## src/design/assert_macros.svh

```systemverilog
// ----------------------------------------------------------------------------
// Assertion macros
// Shared concurrent assertion wrappers; they expand to nothing when SYNTH is
// defined.
// ----------------------------------------------------------------------------
`ifndef ASSERT_MACROS_SVH
`define ASSERT_MACROS_SVH
`ifndef SYNTH
`define ASSERT_IMPLIES(label, clk, rst_n, ante, cons, msg) \
    label: assert property (@(posedge clk) disable iff (!rst_n) (ante) |-> (cons)) \
        else $error(msg);
`define ASSERT_NEXT(label, clk, rst_n, ante, cons, msg) \
    label: assert property (@(posedge clk) disable iff (!rst_n) (ante) |=> (cons)) \
        else $error(msg);
`else
`define ASSERT_IMPLIES(label, clk, rst_n, ante, cons, msg)
`define ASSERT_NEXT(label, clk, rst_n, ante, cons, msg)
`endif
`endif

```

## src/design/prd_pkg.sv

```systemverilog
// ----------------------------------------------------------------------------
// Pinhole ray direction package
// Widths, register indexes and pipeline word types shared by the design.
// ----------------------------------------------------------------------------
package prd_pkg;

    localparam int MAX_DIM_DEF = 4096;

    localparam int PIX_W     = 12;
    localparam int DIM_W     = 13;
    localparam int EDGE_W    = 16;
    localparam int ZOOM_W    = 15;
    localparam int CFG_W     = 16;
    localparam int CFG_IDX_W = 3;

    // Divider: the remainder stays below twice the cell count.
    localparam int SPAN_W = EDGE_W + 1;
    localparam int NUM_W  = 31;
    localparam int MAG_W  = 30;
    localparam int QUO_W  = 17;
    localparam int REM_W  = 14;
    localparam int DIVR_W = 14;
    localparam int RX_W   = 19;

    // Normalizer.
    localparam int AXIS_W = 16;
    localparam int SQ_W   = 31;
    localparam int SQZ_W  = 30;
    localparam int S_W    = 32;
    localparam int M_W    = 15;
    localparam int TSH    = 2 * M_W;
    localparam int T_W    = SQ_W + TSH;
    localparam int P_W    = T_W;
    localparam int Q_W    = 49;
    localparam int TRY_W  = 67;

    localparam int DIR_W  = 16;
    localparam int DIRZ_W = 15;
    localparam logic [DIRZ_W-1:0] DIRZ_ONE = 15'd16384;

    typedef enum logic [CFG_IDX_W-1:0] {
        REG_IMAGE_WIDTH  = 3'd0,
        REG_IMAGE_HEIGHT = 3'd1,
        REG_PLANE_LEFT   = 3'd2,
        REG_PLANE_RIGHT  = 3'd3,
        REG_PLANE_TOP    = 3'd4,
        REG_PLANE_BOTTOM = 3'd5,
        REG_FOCAL_ZOOM   = 3'd6
    } cfg_reg_t;

    typedef struct packed {
        logic [REM_W-1:0] rem;
        logic [QUO_W-1:0] low;
    } div_lane_t;

    typedef struct packed {
        logic      bad;
        logic      neg_x;
        logic      neg_y;
        div_lane_t lx;
        div_lane_t ly;
    } div_item_t;

    typedef struct packed {
        logic [M_W-1:0]        m;
        logic [P_W-1:0]        p;
        logic signed [Q_W-1:0] q;
        logic [T_W-1:0]        t;
    } norm_lane_t;

    typedef struct packed {
        logic           bad;
        logic           zero;
        logic           neg_x;
        logic           neg_y;
        logic [S_W-1:0] s;
        norm_lane_t     lx;
        norm_lane_t     ly;
        norm_lane_t     lz;
    } norm_item_t;

    typedef struct packed {
        logic signed [DIR_W-1:0] dir_x;
        logic signed [DIR_W-1:0] dir_y;
        logic [DIRZ_W-1:0]       dir_z;
        logic                    bad_pixel;
    } ray_word_t;

endpackage

```

## src/design/prd_div_pipe.sv

```systemverilog
// ----------------------------------------------------------------------------
// Cell offset divider
// Pipelined restoring divider, one quotient bit per stage, two lanes.
// ----------------------------------------------------------------------------
module prd_div_pipe (
    input  logic                          clk,
    input  logic                          rst_n,
    input  logic                          en,
    input  logic                          in_valid,
    input  prd_pkg::div_item_t            in_item,
    input  logic [prd_pkg::DIVR_W-1:0]    div_x,
    input  logic [prd_pkg::DIVR_W-1:0]    div_y,
    output logic                          out_valid,
    output prd_pkg::div_item_t            out_item
);

    localparam int N = prd_pkg::QUO_W;

    // Shift one numerator bit into the remainder and keep the quotient bit.
    function automatic prd_pkg::div_lane_t div_step(prd_pkg::div_lane_t a,
                                                    logic [prd_pkg::DIVR_W-1:0] d);
        logic [prd_pkg::REM_W:0] tr;
        logic                    ge;
        prd_pkg::div_lane_t      r;
        tr    = {a.rem, a.low[N-1]};
        ge    = (tr >= {1'b0, d});
        r.rem = ge ? prd_pkg::REM_W'(tr - {1'b0, d}) : prd_pkg::REM_W'(tr);
        r.low = {a.low[N-2:0], ge};
        return r;
    endfunction

    logic [N-1:0]       v_reg;
    prd_pkg::div_item_t item_reg  [N];
    prd_pkg::div_item_t item_next [N];

    always_comb
    begin
        for (int i = 0; i < N; i++)
        begin
            item_next[i]    = (i == 0) ? in_item : item_reg[(i == 0) ? 0 : i - 1];
            item_next[i].lx = div_step(item_next[i].lx, div_x);
            item_next[i].ly = div_step(item_next[i].ly, div_y);
        end
    end

    always_ff @(posedge clk or negedge rst_n)
    begin
        if (!rst_n)
        begin
            v_reg <= '0;
        end
        else if (en)
        begin
            v_reg <= {v_reg[N-2:0], in_valid};
        end
    end

    always_ff @(posedge clk)
    begin
        if (en)
        begin
            for (int i = 0; i < N; i++)
            begin
                item_reg[i] <= item_next[i];
            end
        end
    end

    assign out_valid = v_reg[N-1];
    assign out_item  = item_reg[N-1];

endmodule

```

## config.mk

```make
export PLATFORM = sky130hd
export DESIGN_NAME = prd_div_pipe
export DESIGN_NICKNAME = d
export VERILOG_FILES = /design/src/design/assert_macros.svh /design/src/design/prd_pkg.sv /design/src/design/prd_div_pipe.sv
export SDC_FILE = /design/constraint.sdc
export NUM_CORES = 2
export LEC_CHECK = 0
export BUFFER_PORTS_ARGS = -buffer_cell sky130_fd_sc_hd__buf_2
export CAP_MARGIN = 40
export CORE_UTILIZATION = 35
export CTS_BUF_LIST = sky130_fd_sc_hd__clkbuf_8
export DETAILED_ROUTE_END_ITERATION = 8
export PLACE_DENSITY_LB_ADDON = 0.12
export SLEW_MARGIN = 0
export SYNTH_ARGS = -nofsm -noshare
export SYNTH_HDL_FRONTEND = slang
export SYNTH_SLANG_ARGS = --single-unit
```

## constraint.sdc

```tcl
create_clock -name clk -period 6.5 [get_ports clk]
set_input_delay 1.3 -clock clk [delete_from_list [all_inputs] [get_ports clk]]
set_output_delay 1.3 -clock clk [all_outputs]
set_load 0.02 [all_outputs]
```

; Word level (Yosys, flattened, before mapping)
; Memories as Yosys holds them, arrays and structs flattened.
; Index checks and enable logic that the tools add are counted.
[totals]
reg_bits = 17
mem_bits_rw = 1105
out_inout_bits = 66
wordCells = 106
mem_count = 1
[mem_list]
columns = memory, depth, width, read_ports, rd_clocked_by_memory_dff, write_ports, line
row1 = item_reg, 17, 65, 17, 0, 17, prd_div_pipe.sv:33  ; prd_pkg::div_item_t item_reg [N];
[classes]
addsub = 34
magnitude_cmp = 34
n_mux = 36
[ops]
columns = operator, n
row1 = 15-bit by 14-bit >= comparator with 1-bit output, 34
row2 = 14-bit 2-to-1 mux, 34
row3 = 14-bit subtractor, 34
row4 = 1-bit 2-to-1 mux, 2

; Longest topological paths before layout
[logic_depth]
depth_word = 2
mapped_depth = 11
depth_no_buf = 11

; Worst setup path before layout
; No wires, ideal clock.
[synth_timing]
path_type = in2reg
startpoint = in div_y[1] (netlist name)
endpoint = mem item_reg[0][152] (netlist name) (data pin)
setup_time_ns = 0.260
arrival_time_ns = 4.622
slack_ns = 1.618
cell_stages = 10
n_path_buf = 1
path_cell_list = inv_1 > ha_1 > nor2b_4 > o31a_1 > or3_4 > a311oi_4 > a21oi_2 > nor4_4 > buf_6 > mux2_2
[synth_lines]
columns = element, line
row1 = start: declaration, prd_div_pipe.sv:12  ; input logic [prd_pkg::DIVR_W-1:0] div_y,
row2 = end: declaration, prd_div_pipe.sv:33

==> run summary <==
outcome - finished, final reports clean
Synth area leader - edfxtp_1
CTS tree - built
first-pass GRT wire length - 225,000 µm
Final min period - 4.03 ns
post-synth top area share - 53.7%
GR Util All Layers - 16.1%
Clk Latency, worst-skew pair - 0.94 ns
Synth Instances - 4,885
post-route cell area - 0.0696 mm²
RSZ-0062 raised after global routing - no
Setup Skew - 0.0258 ns
drt wl/cell - 18.7 µm
initial antenna violation count - 6
number of synthesis warnings - 0
core area - 0.175 mm²
gr ovfl total - 0
P_leak - 26.7 nW
DRT Wirelength - 145,000 µm
power per standard cell area - 466 mW/mm²
Distinct cells, synth - 93
Area after DPL - 0.0657 mm²
Finished Layout Cells - 7,741
Cells after DPL - 7,355
CTS max path bufs - 3
max reg flops - 1,105
reg2reg setup slack - 3.02 ns
Die ar. - 0.178 mm²
WP buf/inv - 3
gr busiest metal - met2
ys async rst share - 1.52%
FF-to-FF End - item_reg[0][244]$_DFFE_PP_
CP max stage cell - o21a_1
final setup TNS - 0 ns
via/cell ratio - 5.11
vias in the first global route - 39,662
postcts setup bufs - 0
Fillers - 16,791
# setup viols final - 0
final hold slack - 0.283 ns
Die H - 422 µm
die extent in x - 422 µm
Slew Limit Fails - 0
maxcap violations - 0
total clock sinks - 1,122
Initial DRC Count - 2,350
final hold violations - 0
Num CTS Buffers - 207
clk root buf - clkbuf_8
CP cell instances - buf_2 > inv_2 > buf_4 > ha_1 > nor2b_1 > o31a_1 > o21ai_0 > a211oi_1 > nor3_1 > o21a_1 > mux2_2
post-route ant nets - 0
Worst-path clk slew - 0.06 ns
post-CTS sizing - 0
worst r2r src - item_reg[0][178]$_DFFE_PP_
Rel. slew slack - 35.2%
num rows - 153
Initial Utilization - 35.4%
H-tree depth - 4
top cells by area, synth - edfxtp_1, ha_1, mux2_2, a21oi_1, xnor2_1
Area growth, synth to finish - 12.6%
grt met3 use - 2.87%
dpl hpwl - 101,000 µm
Syn Area/Cell - 12.7 µm²
syn nets - 5,526
Vias - 39,527
Post-synth EDFFs - 1,105
HP Class - input pin to asynchronous set/reset pin
synthesized area - 0.0618 mm²
Synth Flop Type - edfxtp_1
Ports - 163
met1 Track Usage GR - 21.4%
pre-CTS setup slack - 1.51 ns
CP endpoint kind - flip-flop
# DRC - 0
Peak Freq - 248 MHz
hold_buf cts - 0
layout cell share with drive strength beyond 1 - 16.6%
nets - 5,880
CP max FO - 15
startpoint types - input pin
CP arrival - 4.69 ns
CP max stage delay - 0.67 ns
Slew @ Worst Pin - 0.972 ns
CP delay by family, top - compound AO/OA/AOI/OAI gates
VDD IR max - 0.203 mV
most frequent cells in the layout - edfxtp_1, ha_1, nor2_1, a21oi_1, mux2_2
pin count of the biggest net entering global routing - 150
Synth Register Bits - 1,122
CP Data Required Time - 7.16 ns
router iterations before antenna repair - 5
routability cong. - 0.840
buffers added on ports - 162
met2 usage - 26.5%
R2R depth - 8
register area share after synthesis - 54.4%
kind of critical path - input pin to flip-flop
post-route setup slack - 2.47 ns
commonest non-fill, non-tap cell in the layout - edfxtp_1
Tcrit/Tclk final - 62.1%
-- stage by stage --
step | total power [mW] | utilization (%)
final | 32.5 | 39.9
after global routing | 35.0 | 39.9
after floorplan | 22.6 | -
after detailed placement | 26.2 | 37.7
after CTS | 32.9 | 39.9
after global placement | 26.0 | 37.5
-- layout make-up --
cell class                      instances  area (µm²)  share of cell area (%)
Clock buffer                          212        2920                    4.19
Sequential cell                      1122       33600                    48.3
Tap cell                             2325        2910                    4.18
Timing Repair Buffer                  266        1750                    2.52
Multi-Input combinational cell       3432       26700                    38.3
Antenna cell                            4        10.0                  0.0144
Clock inverter                        170         938                    1.35
Inverter                              210         788                    1.13
-- layer usage --
layer	share of wire [%]	wire [µm]
met5	0	0
met4	2.2	3180
met3	3.9	5640
met2	47	68000
met1	47	68300
-- cell usage after synthesis (all sizes together), types with 44 or more instances --
| master | instances |
|---|---|
| edfxtp | 1105 |
| ha | 510 |
| nor2 | 375 |
| a21oi | 330 |
| mux2 | 307 |
| o21ai | 219 |
| inv | 210 |
| xnor2 | 181 |
| nand2 | 157 |
| a21o | 134 |
| o21a | 117 |
| xor2 | 112 |
| nand3 | 100 |
| nor3 | 100 |
| buf | 90 |
| nor2b | 67 |
| a211oi | 55 |
| o31ai | 46 |
| mux2i | 44 |
-- worst max path at each step --
stage	startpoint	endpoint	slack (ns)	cells past startpoint
global placement	div_x[1]	item_reg[0][244]$_DFFE_PP_	1.53	11
finish	div_x[1]	item_reg[0][244]$_DFFE_PP_	2.47	11
global route	div_x[1]	item_reg[0][244]$_DFFE_PP_	2.31	11
floorplan	div_y[1]	item_reg[0][152]$_DFFE_PP_	1.62	10
CTS	div_x[1]	item_reg[0][244]$_DFFE_PP_	2.61	11
detailed placement	div_x[1]	item_reg[0][246]$_DFFE_PP_	1.51	11
-- kinds of logic (layout without fill, tap and decap cells) --
logic type,count (synthesis),in the layout,share of synthesized area (%)
buffers and inverters,331,858,2.50
muxes,351,351,6.31
and+or+nand+nor,1053,1053,8.52
other,0,4,0
DFF,1122,1122,54.4
adders and majority gates,544,544,11.4
AOI/OAI and AO/OA,1191,1191,12.7
xor gates and xnor gates,293,293,4.15
-- power by group --
group,internal [mW],switching (mW)
combinational,6.65,7.61
sequential,10.8,1.09
clock,3.28,3.07
-- worst register-to-register path: cells and delay by family, from the launching register on --
kind	cells	cell delay [ns]
fa+ha+maj	1	0.31
mux	1	0.43
simple gates	2	0.47
compound gates	4	1.55
flops	1	0.43
(Power assumes the default switching activity.)
